$ cat src/design/pvpc_pkg.sv
`timescale 1ns / 1ps
// ----------------------------------------------------------------------------
// pvpc_pkg
// Shared constants, types and the sine table generator for the phase voltage
// to PWM compare pipeline.
// ----------------------------------------------------------------------------
package pvpc_pkg;

  localparam int ANGLE_BITS_DEF      = 16;
  localparam int SINE_TABLE_BITS_DEF = 10;
  localparam int SINE_W              = 17;

  localparam logic [63:0] TWO_PI_Q30 = 64'd6746518852;
  localparam logic [63:0] TAYLOR_DIV [7] = '{64'd6, 64'd20, 64'd42, 64'd72,
                                             64'd110, 64'd156, 64'd210};

  typedef logic signed [SINE_W-1:0] sine_t;

  typedef struct packed {
    logic               limited;
    logic signed [15:0] d;
    logic signed [15:0] q;
    logic [30:0]        num_d;
    logic [30:0]        num_q;
    sine_t              sn;
    sine_t              cs;
  } sq_tag_t;

  typedef struct packed {
    logic               limited;
    logic signed [15:0] d;
    sine_t              sn;
    sine_t              cs;
  } scale_tag_t;

  typedef struct packed {
    logic nonpos;
    logic over;
  } cmp_flag_t;

  typedef struct packed {
    logic      limited;
    cmp_flag_t flag;
  } cmp_tag_t;

  // Quarter-wave sine in Q15 from a Taylor series in Q30.
  function automatic logic [15:0] quarter_sine(input logic [63:0] r, input int tbits);
    logic [63:0]        x;
    logic [63:0]        x2;
    logic [63:0]        term;
    logic signed [63:0] sum;
    x    = (r * TWO_PI_Q30) >> tbits;
    x2   = (x * x) >> 30;
    term = x;
    sum  = $signed(x);
    for (int n = 1; n <= 7; n++) begin
      term = ((term * x2) >> 30) / TAYLOR_DIV[n-1];
      if ((n % 2) == 1) begin
        sum = sum - $signed(term);
      end else begin
        sum = sum + $signed(term);
      end
    end
    if (sum < 0) begin
      sum = 0;
    end
    sum = (sum + 64'sd16384) >>> 15;
    if (sum > 64'sd32768) begin
      sum = 64'sd32768;
    end
    return sum[15:0];
  endfunction

endpackage

$ cat src/design/pvpc_isqrt.sv
`timescale 1ns / 1ps
// ----------------------------------------------------------------------------
// pvpc_isqrt
// Pipelined integer square root, one root bit per stage, with sideband tag.
// ----------------------------------------------------------------------------
module pvpc_isqrt import pvpc_pkg::*; #(
  parameter int RAD_W  = 50,
  parameter int ROOT_W = 25,
  parameter int TAG_W  = 1
) (
  input  logic              clk,
  input  logic              rst_n,
  input  logic              en,
  input  logic              in_valid,
  input  logic [RAD_W-1:0]  in_rad,
  input  logic [TAG_W-1:0]  in_tag,
  output logic              out_valid,
  output logic [ROOT_W-1:0] out_root,
  output logic [TAG_W-1:0]  out_tag
);

  localparam int CMP_W = ((RAD_W > 2 * ROOT_W) ? RAD_W : 2 * ROOT_W) + 1;

  logic              valid_r [ROOT_W];
  logic [RAD_W-1:0]  rem_r   [ROOT_W];
  logic [ROOT_W-1:0] root_r  [ROOT_W];
  logic [TAG_W-1:0]  tag_r   [ROOT_W];

  for (genvar s = 0; s < ROOT_W; s++) begin : g_stage
    localparam int K = ROOT_W - 1 - s;
    logic              valid_in;
    logic [RAD_W-1:0]  rem_in;
    logic [ROOT_W-1:0] root_in;
    logic [TAG_W-1:0]  tag_in;
    logic [CMP_W-1:0]  trial;
    logic              fit;
    logic [RAD_W-1:0]  rem_nxt;
    logic [ROOT_W-1:0] root_nxt;

    if (s == 0) begin : g_first
      assign valid_in = in_valid;
      assign rem_in   = in_rad;
      assign root_in  = '0;
      assign tag_in   = in_tag;
    end else begin : g_next
      assign valid_in = valid_r[s-1];
      assign rem_in   = rem_r[s-1];
      assign root_in  = root_r[s-1];
      assign tag_in   = tag_r[s-1];
    end

    assign trial    = (CMP_W'(root_in) << (K + 1)) + (CMP_W'(1) << (2 * K));
    assign fit      = CMP_W'(rem_in) >= trial;
    assign rem_nxt  = fit ? RAD_W'(CMP_W'(rem_in) - trial) : rem_in;
    assign root_nxt = fit ? (root_in | (ROOT_W'(1) << K)) : root_in;

    always_ff @(posedge clk) begin
      if (!rst_n) begin
        valid_r[s] <= 1'b0;
      end else if (en) begin
        valid_r[s] <= valid_in;
      end
    end

    always_ff @(posedge clk) begin
      if (en) begin
        rem_r[s]  <= rem_nxt;
        root_r[s] <= root_nxt;
        tag_r[s]  <= tag_in;
      end
    end
  end

  assign out_valid = valid_r[ROOT_W-1];
  assign out_root  = root_r[ROOT_W-1];
  assign out_tag   = tag_r[ROOT_W-1];

endmodule

$ cat config.mk
export PLATFORM = sky130hd
export DESIGN_NAME = pvpc_isqrt
export DESIGN_NICKNAME = d
export VERILOG_FILES = /design/src/design/pvpc_pkg.sv /design/src/design/pvpc_isqrt.sv
export SDC_FILE = /design/constraint.sdc
export NUM_CORES = 2
export LEC_CHECK = 0
export ABC_CLOCK_PERIOD_IN_PS = 9050
export BUFFER_PORTS_ARGS = -buffer_cell sky130_fd_sc_hd__buf_4
export CAP_MARGIN = 20
export CORE_UTILIZATION = 60
export DETAILED_ROUTE_END_ITERATION = 7
export PLACE_DENSITY = 0.73
export RECOVER_POWER = 50
export SYNTH_ARGS = -nofsm -noshare
export SYNTH_HDL_FRONTEND = slang
export SYNTH_SLANG_ARGS = --single-unit
$ cat constraint.sdc
create_clock -name clk -period 9.05 [get_ports clk]
set_clock_uncertainty 0.05 [all_clocks]
set_input_delay 0.905 -clock clk [delete_from_list [all_inputs] [get_ports clk]]
set_output_delay 0.905 -clock clk [all_outputs]
set_load 0.005 [all_outputs]
After elaboration in Yosys (flattened, before gate mapping)

Memory sizes are Yosys's and may differ from the RTL's.
Cells that the tools add are included.

Register bits after elaboration: 0
Input port bits: 55
Output and inout port bits: 27
Bits in writable memories: 1925
Memories kept: 4

$add $sub $neg: 49
Mux-type cells: 80
Bitwise operators: 25
Magnitude comparators: 25

Memories:

| name    | words | width | rd ports | clocked after Yosys merged registers in | write ports | line             | RTL |
|---|---|---|---|---|---|---|---|
| rem_r   | 25    | 50    | 24       | 0                                       | 25          | pvpc_isqrt.sv:25 | `logic [RAD_W-1:0] rem_r [ROOT_W];` |
| root_r  | 25    | 25    | 25       | 0                                       | 25          | pvpc_isqrt.sv:26 | `logic [ROOT_W-1:0] root_r [ROOT_W];` |
| tag_r   | 25    | 1     | 25       | 0                                       | 25          | pvpc_isqrt.sv:27 | `logic [TAG_W-1:0] tag_r [ROOT_W];` |
| valid_r | 25    | 1     | 25       | 0                                       | 25          | pvpc_isqrt.sv:24 | `logic valid_r [ROOT_W];` |

Operators by type and width:

| kind                                           | number |
|---|---|
| 2-to-1 mux 50 bit                              | 25 |
| adder 49 x 47 -> 50 bit, second input constant | 1 |
| greater-or-equal comparator 50 x 27 -> 1 bit   | 1 |
| greater-or-equal comparator 50 x 28 -> 1 bit   | 1 |
| greater-or-equal comparator 50 x 29 -> 1 bit   | 1 |
| greater-or-equal comparator 50 x 30 -> 1 bit   | 1 |
| greater-or-equal comparator 50 x 31 -> 1 bit   | 1 |
| greater-or-equal comparator 50 x 32 -> 1 bit   | 1 |
| greater-or-equal comparator 50 x 33 -> 1 bit   | 1 |
| greater-or-equal comparator 50 x 34 -> 1 bit   | 1 |
| greater-or-equal comparator 50 x 35 -> 1 bit   | 1 |
| greater-or-equal comparator 50 x 36 -> 1 bit   | 1 |
| greater-or-equal comparator 50 x 37 -> 1 bit   | 1 |
| greater-or-equal comparator 50 x 38 -> 1 bit   | 1 |
| greater-or-equal comparator 50 x 39 -> 1 bit   | 1 |
| greater-or-equal comparator 50 x 40 -> 1 bit   | 1 |
| greater-or-equal comparator 50 x 41 -> 1 bit   | 1 |
| greater-or-equal comparator 50 x 42 -> 1 bit   | 1 |
| greater-or-equal comparator 50 x 43 -> 1 bit   | 1 |
| greater-or-equal comparator 50 x 44 -> 1 bit   | 1 |
| greater-or-equal comparator 50 x 45 -> 1 bit   | 1 |
| greater-or-equal comparator 50 x 46 -> 1 bit   | 1 |
| greater-or-equal comparator 50 x 47 -> 1 bit   | 1 |
| greater-or-equal comparator 50 x 48 -> 1 bit   | 1 |
| 77 further kinds                               | 131 |

Longest topological paths before layout

Word-level depth: 4
Gate-level depth with buffers: 14

Worst setup path before layout

OpenSTA, ideal clock, no wires.

Path type: flip-flop to flip-flop
From: memory rem_r[21][25], in the netlist rem_r[5][75]
To: memory rem_r[22][47], in the netlist rem_r[5][147] (data pin)
Arrival: 2807 ps
Data required time: 8733 ps
Clock period less this slack: 3125 ps
Setup slack: 5925 ps
Stages on the path, launching flop included: 12
Setup time: 267 ps
Cells stage by stage: edfxtp_1 ha_1 clkbuf_1 nand4_1 or3_1 o21a_1 o211a_1 buf_2 or4b_1 buf_2 nor4_2 xor2_1

RTL lines:

| item               | line |
|---|---|
| start: declaration | pvpc_isqrt.sv:25 |

==> metrics.yaml <==
synth:
  synthesis.nets: 6253
  ys_warn_count: 0
  ys_types: 96
  synthCells: 5852
  synth.avg_cell_area_um2: 12.8
  synthArstFlopShare_pct: 0
  netlist_area_mm2: 0.0749
  synth_area_leaders: "edfxtp_1 (63%), ha_1 (5.8%), xnor2_1 (3.0%)"
  synthFlopType: "edfxtp_1"
  ys_seq_area_share_pct: 63.1
  synth_edf_count: 1574
  yosysTopAreaCellShare_pct: 63.1
  synth_common_cells: "edfxtp_1 (1,574), inv_1 (430), nand2_1 (380)"
  ys_seq_elements: 1575
  yosysTopAreaCell: "edfxtp_1"
  yosysMostFrequentCell: "edfxtp_1"
setup_path:
  slowest_stage: "clkbuf_2"
  startpoint_type: "primary input"
  crit_required_ns: 9.41
  crit_type: "primary input to flop"
  cp_max_fo: 189
  end_kind: "flop"
  reg2reg_slack_ns: 4.29
  arrival_ns: 5.77
  r2r_end: "rem_r[5][24]$_DFFE_PP_"
  timing.rr.start: "rem_r[4][160]$_DFFE_PP_"
  crit_buf_inv: 3
  slowest_delay_ns: 3.18
  ff2ff_path_depth: 10
  crit_chain: "buf_16 -> clkbuf_2 -> buf_12"
  crit_family: "buffers and inverters"
floorplan:
  rows: 129
  die_y_um: 355
  dieWidth_um: 355
  core_mm2: 0.124
  ioPinCount: 82
  initial_core_util_pct: 60.5
  die-area_mm2: 0.126
flow_run:
  max-cap-violations: 3
min_path:
  hp-class: "primary input to flop"
  whs_path_depth: 1
  hp-start: "in_rad[28]"
  hold_end: "rem_r[0][28]$_DFFE_PP_"
outcome:
  status: "finished with violations"
  violations: "DRC, capacitance limit, slew limit"
timing:
  hold_slack_ns: 0.259
  drv_slew: 335
  setup_tns_ns: 0
  setup_viol: 0
  setup_ws_ns: 3.64
  fmax_ghz: 0.185
  hold_violations: 0
  worst_pin_slew_ns: 4.62
  period_needed_ns: 5.41
  min_period_over_period_pct: 59.8
  grt_setup_unrepaired: "false"
  relSlewSlack_pct: -208
place:
  port_buffers: 81
  detailedPlace.worstSlack_ns: 4.31
  hpwl_um: 117000
  place.gp.congestion: 0.909
grt:
  grt_antenna_before_repair: 4
  grt_max_degree: 198
  grt_pass1_wl_um: 253000
  grt_usage_pct: 25.7
  grt_pass1_vias: 45306
  grt_overflow: 0
finish:
  fin_util_pct: 66.8
  drive_gt1_share_pct: 7.33
  synthToLayoutAreaGrowth_pct: 10.4
  diodes: 0
  final_net_count: 6415
drt:
  vias: 46634
  first_pass_iters: 8
  drt-vias-per-instance: 5.99
  routed_wl_um: 162000
  drcViolationCount: 11
  drtAntennaViolNets: 0
  avgRoutedWirePerCell_um: 20.8
  drt_iter0_markers: 4432
clocking:
  clock-sinks: 1575
  post-cts-setup-buffers: 0
  clock_latency_ns: 0.79
  root_buffer: "clkbuf_16"
  clock_path_buffers: 3
  clk_pin_slew_worst_paths_ns: 0.06
  cts_max_level: 4
  numCtsBuffers: 161
  cts_resized: 0
  cts_tree: "yes"
  hold_buffers: 0
power_and_ir_drop:
  p_leak_uw: 0.0312
  powerDensity_mw_per_mm2: 243
  ir_drop_v: 0.000201
  finalPower_uw: 20100
==> cell type report <==
cell class | instances | area [um^2]
clock buffer | 201 | 4210
clock inverter | 90 | 1060
timing repair buffer | 113 | 905
multi-input combinational | 3730 | 25600
fill | 8750 | 41100
sequential | 1575 | 47300
inverter | 433 | 1630
tap | 1637 | 2050
==> cell usage in the layout, fill, tap and decap left out, types with 50 or more instances in the layout <==
master,synthesis,layout
nand4_1,94,94
inv_1,430,430
buf_4,0,51
o21a_1,72,72
edfxtp_1,1574,1574
nand2_1,380,380
nor2_1,319,319
xnor2_1,256,256
clkbuf_16,0,162
nand2b_1,59,59
ha_1,346,346
nand3_1,87,87
nor3_1,165,163
nor2b_1,50,50
or3_1,68,68
a21oi_1,317,316
nor4_1,199,197
and3_1,50,50
a21o_1,140,140
xor2_1,245,245
o21ai_0,295,295
==> power by group <==
group          switching (uW)  internal (uW)
clock                    2820           3740
combinational            2140           1510
sequential                687           9180
==> worst max-delay path by stage <==
stage                                 start  depth (start not counted)                 endpoint
floorplan            rem_r[5][75]$_DFFE_PP_                         11  rem_r[5][147]$_DFFE_PP_
detailed placement  rem_r[4][160]$_DFFE_PP_                         10   rem_r[5][24]$_DFFE_PP_
global route                             en                          3   rem_r[0][46]$_DFFE_PP_
finish                                   en                          3   rem_r[0][46]$_DFFE_PP_
global placement    rem_r[4][160]$_DFFE_PP_                         10   rem_r[5][24]$_DFFE_PP_
CTS                 rem_r[4][160]$_DFFE_PP_                         10   rem_r[5][24]$_DFFE_PP_
==> metrics by stage <==
step / instance area (um^2) / instances
floorplan: 74900 / 5852
global placement: 77400 / 7483
detailed placement: 77400 / 7484
CTS: 82700 / 7775
global route: 82700 / 7779
finish: 82700 / 7779
==> metal layers <==
layer	up-vias	wire length, um	track usage [%]
met1	22693	68900	34.5
met5	-	19	0
met4	2	4110	7.75
met2	1373	80200	43.6
li1	22329	-	-
met3	237	8810	3.77
==> flip-flops by register name, summed over array words and instances, names as in the netlist <==
register  count
valid_r      25
root_r      325
tag_r        25
rem_r      1200
==> kinds of logic (layout without fill, tap and decap cells) <==
| group | Yosys count | after routing | share of synthesized area, % |
|---|---|---|---|
| AND/OR/NAND/NOR | 1727 | 1727 | 12.4 |
| multiplexers | 57 | 57 | 0.864 |
| adder cells (fa/ha/maj) | 346 | 346 | 5.78 |
| buffers and inverters | 547 | 837 | 2.84 |
| AO/OA/AOI/OAI | 1099 | 1099 | 9.15 |
| XOR/XNOR | 501 | 501 | 5.86 |
| flip-flops | 1575 | 1575 | 63.1 |
(Power assumes the default switching activity.)
