===== src/design/pvpc_pkg.sv =====
`timescale 1ns / 1ps
// ----------------------------------------------------------------------------
// pvpc_pkg
// Shared constants, types and the sine table generator for the phase voltage
// to PWM compare pipeline.
// ----------------------------------------------------------------------------
package pvpc_pkg;

  localparam int ANGLE_BITS_DEF      = 16;
  localparam int SINE_TABLE_BITS_DEF = 10;
  localparam int SINE_W              = 17;

  localparam logic [63:0] TWO_PI_Q30 = 64'd6746518852;
  localparam logic [63:0] TAYLOR_DIV [7] = '{64'd6, 64'd20, 64'd42, 64'd72,
                                             64'd110, 64'd156, 64'd210};

  typedef logic signed [SINE_W-1:0] sine_t;

  typedef struct packed {
    logic               limited;
    logic signed [15:0] d;
    logic signed [15:0] q;
    logic [30:0]        num_d;
    logic [30:0]        num_q;
    sine_t              sn;
    sine_t              cs;
  } sq_tag_t;

  typedef struct packed {
    logic               limited;
    logic signed [15:0] d;
    sine_t              sn;
    sine_t              cs;
  } scale_tag_t;

  typedef struct packed {
    logic nonpos;
    logic over;
  } cmp_flag_t;

  typedef struct packed {
    logic      limited;
    cmp_flag_t flag;
  } cmp_tag_t;

  // Quarter-wave sine in Q15 from a Taylor series in Q30.
  function automatic logic [15:0] quarter_sine(input logic [63:0] r, input int tbits);
    logic [63:0]        x;
    logic [63:0]        x2;
    logic [63:0]        term;
    logic signed [63:0] sum;
    x    = (r * TWO_PI_Q30) >> tbits;
    x2   = (x * x) >> 30;
    term = x;
    sum  = $signed(x);
    for (int n = 1; n <= 7; n++) begin
      term = ((term * x2) >> 30) / TAYLOR_DIV[n-1];
      if ((n % 2) == 1) begin
        sum = sum - $signed(term);
      end else begin
        sum = sum + $signed(term);
      end
    end
    if (sum < 0) begin
      sum = 0;
    end
    sum = (sum + 64'sd16384) >>> 15;
    if (sum > 64'sd32768) begin
      sum = 64'sd32768;
    end
    return sum[15:0];
  endfunction

endpackage


===== src/design/pvpc_div.sv =====
`timescale 1ns / 1ps
// ----------------------------------------------------------------------------
// pvpc_div
// Pipelined restoring divider, one quotient bit per stage, with sideband tag.
// ----------------------------------------------------------------------------
module pvpc_div import pvpc_pkg::*; #(
  parameter int NUM_W = 47,
  parameter int DEN_W = 25,
  parameter int QUO_W = 24,
  parameter int TAG_W = 1
) (
  input  logic             clk,
  input  logic             rst_n,
  input  logic             en,
  input  logic             in_valid,
  input  logic [NUM_W-1:0] in_num,
  input  logic [DEN_W-1:0] in_den,
  input  logic [TAG_W-1:0] in_tag,
  output logic             out_valid,
  output logic [QUO_W-1:0] out_quo,
  output logic [TAG_W-1:0] out_tag
);

  localparam int CMP_W = (NUM_W > DEN_W + QUO_W) ? NUM_W : DEN_W + QUO_W;

  logic             valid_r [QUO_W];
  logic [NUM_W-1:0] rem_r   [QUO_W];
  logic [DEN_W-1:0] den_r   [QUO_W];
  logic [QUO_W-1:0] quo_r   [QUO_W];
  logic [TAG_W-1:0] tag_r   [QUO_W];

  for (genvar s = 0; s < QUO_W; s++) begin : g_stage
    localparam int K = QUO_W - 1 - s;
    logic             valid_in;
    logic [NUM_W-1:0] rem_in;
    logic [DEN_W-1:0] den_in;
    logic [QUO_W-1:0] quo_in;
    logic [TAG_W-1:0] tag_in;
    logic [CMP_W-1:0] trial;
    logic             fit;
    logic [NUM_W-1:0] rem_nxt;
    logic [QUO_W-1:0] quo_nxt;

    if (s == 0) begin : g_first
      assign valid_in = in_valid;
      assign rem_in   = in_num;
      assign den_in   = in_den;
      assign quo_in   = '0;
      assign tag_in   = in_tag;
    end else begin : g_next
      assign valid_in = valid_r[s-1];
      assign rem_in   = rem_r[s-1];
      assign den_in   = den_r[s-1];
      assign quo_in   = quo_r[s-1];
      assign tag_in   = tag_r[s-1];
    end

    assign trial   = CMP_W'(den_in) << K;
    assign fit     = CMP_W'(rem_in) >= trial;
    assign rem_nxt = fit ? NUM_W'(CMP_W'(rem_in) - trial) : rem_in;
    assign quo_nxt = fit ? (quo_in | (QUO_W'(1) << K)) : quo_in;

    always_ff @(posedge clk) begin
      if (!rst_n) begin
        valid_r[s] <= 1'b0;
      end else if (en) begin
        valid_r[s] <= valid_in;
      end
    end

    always_ff @(posedge clk) begin
      if (en) begin
        rem_r[s] <= rem_nxt;
        den_r[s] <= den_in;
        quo_r[s] <= quo_nxt;
        tag_r[s] <= tag_in;
      end
    end
  end

  assign out_valid = valid_r[QUO_W-1];
  assign out_quo   = quo_r[QUO_W-1];
  assign out_tag   = tag_r[QUO_W-1];

endmodule


===== config.mk =====
export PLATFORM = sky130hd
export DESIGN_NAME = pvpc_div
export DESIGN_NICKNAME = d
export VERILOG_FILES = /design/src/design/pvpc_pkg.sv /design/src/design/pvpc_div.sv
export SDC_FILE = /design/constraint.sdc
export NUM_CORES = 2
export LEC_CHECK = 0
export CAP_MARGIN = 30
export CORE_MARGIN = 2
export CORE_UTILIZATION = 51
export DETAILED_ROUTE_END_ITERATION = 10
export DONT_BUFFER_PORTS = 1
export PLACE_DENSITY = 0.68
export SYNTH_ARGS = -nofsm -noshare
export SYNTH_HDL_FRONTEND = slang
export SYNTH_SLANG_ARGS = --single-unit

===== constraint.sdc =====
create_clock -name clk -period 5.7 [get_ports clk]
set_clock_uncertainty 0.15 [all_clocks]
set_input_delay 0.285 -clock clk [delete_from_list [all_inputs] [get_ports clk]]
set_output_delay 0.285 -clock clk [all_outputs]
set_load 0.01 [all_outputs]

-- Yosys cells after proc, flatten, opt, wreduce, memory -nomap -nowiden
Memories as Yosys holds them, arrays and structs flattened.
Cells that the tools add are included.
- add/subtract/negate cells: 24
- order comparisons: 24
- multiplexer cells: 77
- bitwise gates (word level): 24
- operators with widths (kind ; count):
    47-bit 2-to-1 mux ; 24
    47-bit subtractor ; 2
    47-bit by 48-bit greater-or-equal comparator with 1-bit output ; 1
    47-bit by 25-bit greater-or-equal comparator with 1-bit output ; 1
    47-bit by 26-bit greater-or-equal comparator with 1-bit output ; 1
    47-bit by 27-bit greater-or-equal comparator with 1-bit output ; 1
    47-bit by 28-bit greater-or-equal comparator with 1-bit output ; 1
    47-bit by 29-bit greater-or-equal comparator with 1-bit output ; 1
    47-bit by 30-bit greater-or-equal comparator with 1-bit output ; 1
    47-bit by 31-bit greater-or-equal comparator with 1-bit output ; 1
    47-bit by 32-bit greater-or-equal comparator with 1-bit output ; 1
    47-bit by 33-bit greater-or-equal comparator with 1-bit output ; 1
    47-bit by 34-bit greater-or-equal comparator with 1-bit output ; 1
    47-bit by 35-bit greater-or-equal comparator with 1-bit output ; 1
    47-bit by 36-bit greater-or-equal comparator with 1-bit output ; 1
    47-bit by 37-bit greater-or-equal comparator with 1-bit output ; 1
    47-bit by 38-bit greater-or-equal comparator with 1-bit output ; 1
    47-bit by 39-bit greater-or-equal comparator with 1-bit output ; 1
    47-bit by 40-bit greater-or-equal comparator with 1-bit output ; 1
    47-bit by 41-bit greater-or-equal comparator with 1-bit output ; 1
    47-bit by 42-bit greater-or-equal comparator with 1-bit output ; 1
    47-bit by 43-bit greater-or-equal comparator with 1-bit output ; 1
    47-bit by 44-bit greater-or-equal comparator with 1-bit output ; 1
    47-bit by 45-bit greater-or-equal comparator with 1-bit output ; 1
    49 further kinds ; 101
- register bits after elaboration: 0
- RAM bits: 2352
- bits of input ports: 77
- output and inout port bits: 26
- memories: 5
- memory list (name ; words ; width ; rd ports ; clocked after memory_dff ; write ports ; RTL line ; text):
    rem_r ; 24 ; 47 ; 23 ; 0 ; 24 ; pvpc_div.sv:27 ; logic [NUM_W-1:0] rem_r [QUO_W];
    den_r ; 24 ; 25 ; 23 ; 0 ; 24 ; pvpc_div.sv:28 ; logic [DEN_W-1:0] den_r [QUO_W];
    quo_r ; 24 ; 24 ; 24 ; 0 ; 24 ; pvpc_div.sv:29 ; logic [QUO_W-1:0] quo_r [QUO_W];
    tag_r ; 24 ; 1 ; 24 ; 0 ; 24 ; pvpc_div.sv:30 ; logic [TAG_W-1:0] tag_r [QUO_W];
    valid_r ; 24 ; 1 ; 24 ; 0 ; 24 ; pvpc_div.sv:26 ; logic valid_r [QUO_W];

-- Depth between registers and ports, before layout
- depth in word-level cells: 4
- gate-level depth with buffers: 15
- gate-level depth less buffers: 14

-- Worst setup path after synthesis
No wires, ideal clock.
- path kind: register -> register
- from: mem rem_r[19][7] (netlist: rem_r[4][148])
- to: mem rem_r[20][41] (netlist: rem_r[5][41]), data pin
- library setup time: 258 ps
- arrival: 3492 ps
- data required time: 5292 ps
- setup slack: 1800 ps
- stages on the path, launching flop included: 11
- buffers on the path: 0
- period minus slack after synthesis: 3900 ps
- path through: edfxtp_1 > ha_1 > a2111oi_0 > o21ai_0 > a31o_2 > a31o_2 > o31ai_1 > o31ai_1 > or4b_1 > or4_1 > xnor2_1
- RTL lines (element ; RTL line):
    start: declaration ; pvpc_div.sv:27

==> results_dict.tcl <==
set metrics [dict create \
    status "completed" \
    syn-num-nets 9301 \
    p_leak_nw 44.4 \
    antenna_found_initial 3 \
    die_w_um 453 \
    io_pins 103 \
    drive_gt1_share_pct 6.58 \
    yosys_warnings 0 \
    worst_slack_ns 0.402 \
    drt-total-wl_mm 234 \
    fp-row-count 164 \
    grt_max_degree 315 \
    portBuffers 0 \
    crit_type "input port to flip-flop" \
    netlist.area_leader.share_pct 58.5 \
    synthTopCellsByArea "edfxtp_1, ha_1, xnor2_1" \
    hold_path.class "input port to flip-flop" \
    dieArea_mm2 0.205 \
    synthArstFlopShare_pct 0 \
    place_hpwl_mm 172 \
    synth_cell_type_count 87 \
    gp_congestion 0.972 \
    drc 0 \
    synth-compound-area-share_pct 12.2 \
    pre_cts_slack_ns 1.10 \
    hold_viol 0 \
    syn_avg_cell_area_um2 12.0 \
    synth_simple_gate_area_share_pct 10.7 \
    ir_worst_vdd_mv 0.334 \
    first_iter_violations 4979 \
    clk_latency_ns 0.90 \
    power_mw 55.7 \
    postRouteAntennaNets 0 \
    synth_top_area_cell "edfxtp_1" \
    core_region_area_mm2 0.200 \
    syn_area_mm2 0.103 \
    post-route-period-util_pct 93.0 \
    root_buffer "clkbuf_16" \
    path_clk_slew_ns 0.06 \
    syn_inst 8602 \
    endpoint_kind "flip-flop" \
    finalNetCount 9545 \
    synth_xor_area_share_pct 5.75 \
    cts_tree "yes" \
    cts_buffers 208 \
    slew_viol_final 0 \
    cts_setup_buffers 0 \
    startpoint_type "input port" \
    rsz0062_at_grt "false" \
    yosysSeqAreaShare_pct 58.5 \
    place_area_mm2 0.106 \
    pwr_density_cell_mw_per_mm2 485 \
    vias 66800 \
    cts.sinks 2004 \
    critPathMaxFanout 25 \
    synth_mux_area_share_pct 1.72 \
    ys_ff_latch 2004 \
    floorplan.initialDensity_pct 51.4 \
    relSlewSlack_pct 12.3 \
    overflow 0 \
    max-cap-violations 0 \
    cts_max_level 4 \
    synthFlopType "edfxtp_1" \
    setup_viol 0 \
    worstPathArrival_ns 5.75 \
    n_fill_cell 16100 \
    clockBufferDepth 3 \
    tightest_slew_ns 1.32 \
    final_cell_area_mm2 0.115 \
    synth-edff-count 2003 \
    min_period_ns 5.30 \
    die_h_um 453 \
    firstDrtPassIters 8 \
    required_ns 6.15 \
    fin_setup_tns_ns 0 \
    grt_use_total_pct 22.6 \
    wl_per_cell_um 20.0 \
    yosys.area_share.adder_pct 7.74 \
    synth_top_family_by_area "compound AO/OA/AOI/OAI gates" \
    max_freq_mhz 189 \
    first_global_vias 66100 \
    grt_pass1_wl_mm 365 \
    syn_to_final_growth_pct 11.6 \
    viasPerCell 5.72 \
]
-- cell usage in the layout (no fill, tap or decap), types with 106 or more instances in the layout --
cell type,instances
o21ai_0,524
nor2_1,493
nand2b_1,109
a21o_1,288
mux2_2,144
nor3_1,186
nand3_1,106
edfxtp_1,2003
ha_1,599
xor2_1,324
dlygate4sd3_1,146
clkbuf_16,208
xnor2_1,351
inv_1,761
nor4_1,111
a21oi_1,597
nand2_1,619
-- repair_timing --
action,CTS,global route
hold buffers,146,1
gates resized for setup,0,0
endpoints found under the hold margin,291,23
-- final timing paths --
path | slack (ns) | cells past startpoint | startpoint | to
worst min-delay path | 0.09 | 2 | in_num[33] | rem_r[0][33]$_DFFE_PP_
worst min register to register | 0.24 | 0 | quo_r[1][17]$_DFFE_PP_ | quo_r[1][41]$_DFFE_PP_
worst max-delay path | 0.40 | 15 | in_den[2] | rem_r[0][32]$_DFFE_PP_
worst max register to register | 0.99 | 12 | den_r[2][5]$_DFFE_PP_ | rem_r[4][83]$_DFFE_PP_
-- metrics by stage --
| step | utilization (%) | hold slack [ns] | std cells |
|---|---|---|---|
| 2_1_floorplan | - | 0.234 | 8602 |
| 3_3_place_gp | 53.1 | 0.234 | 11100 |
| 3_5_place_dp | 53.1 | 0.234 | 11100 |
| 4_1_cts | 57.3 | 0.00836 | 11700 |
| 5_1_grt | 57.4 | 0.0683 | 11700 |
| 6_report | 57.4 | 0.0852 | 11700 |
-- final cells by class --
cell class	count	area (um^2)	area share [%]
Inverter	762	2860	2.49
Clock inverter	135	1600	1.40
Timing Repair Buffer	203	2140	1.87
Tap cell	2656	3320	2.90
Antenna cell	2	5.00	0.00436
Multi-Input combinational cell	5667	39300	34.3
Clock buffer	251	5370	4.68
Sequential cell	2004	60200	52.4
-- per-layer routing --
metal	wire length, um	global-route usage [%]	vias up
met1	95300	27.4	32300
met3	10600	3.11	458
met2	118000	40.0	1664
met5	0	0	-
li1	-	-	32400
met4	10000	9.72	0
-- critical path, cell delays in order --
cell,delay [ns]
dlygate4sd3_1,0.57
dlygate4sd3_1,0.63
inv_1,0.07
ha_1,0.35
a21o_1,0.20
a21o_1,0.18
a2111oi_0,0.61
o211ai_1,0.28
a31oi_1,0.60
a211oi_1,0.18
a2111oi_0,0.53
nor3_2,0.08
buf_4,0.26
mux2_2,0.32
dlygate4sd3_1,0.57
-- report_power, final --
part / internal (mW) / total, mW / switching, mW
registers: 20.4 / 22.5 / 2.06
clock network: 7.81 / 13.6 / 5.82
logic: 8.37 / 19.5 / 11.2
-- cells in the mapped netlist, types with 44 or more instances --
master and instances:
nor4_1 113, nor2b_1 96, o21ai_0 524, o21bai_1 56, a211oi_1 52, nand2_1 619
ha_1 599, nand4_1 102, clkbuf_1 142, xnor2_1 351, o31ai_1 44, or3_1 59
o21a_1 90, or4_1 46, a31oi_1 67, nand3_1 107, nand2b_1 109, xor2_1 324
edfxtp_1 2003, a21oi_1 599, nor2_1 493, inv_1 761, and3_1 97, nor3_1 187
a21o_1 288, mux2_2 144
-- sequential cells by signal, indices dropped and copies added, names as in the netlist --
signal and count:
den_r 575, quo_r 300, rem_r 1081, tag_r 24, valid_r 24
-- logic make-up after synthesis --
| kind of cell | after synthesis |
|---|---|
| buf+inv | 931 |
| compound gates | 2010 |
| mux | 159 |
| xor+xnor | 675 |
| simple gates | 2201 |
| flops | 2004 |
| fa+ha+maj | 622 |
No activity file was read; power rests on OpenSTA's default activity.
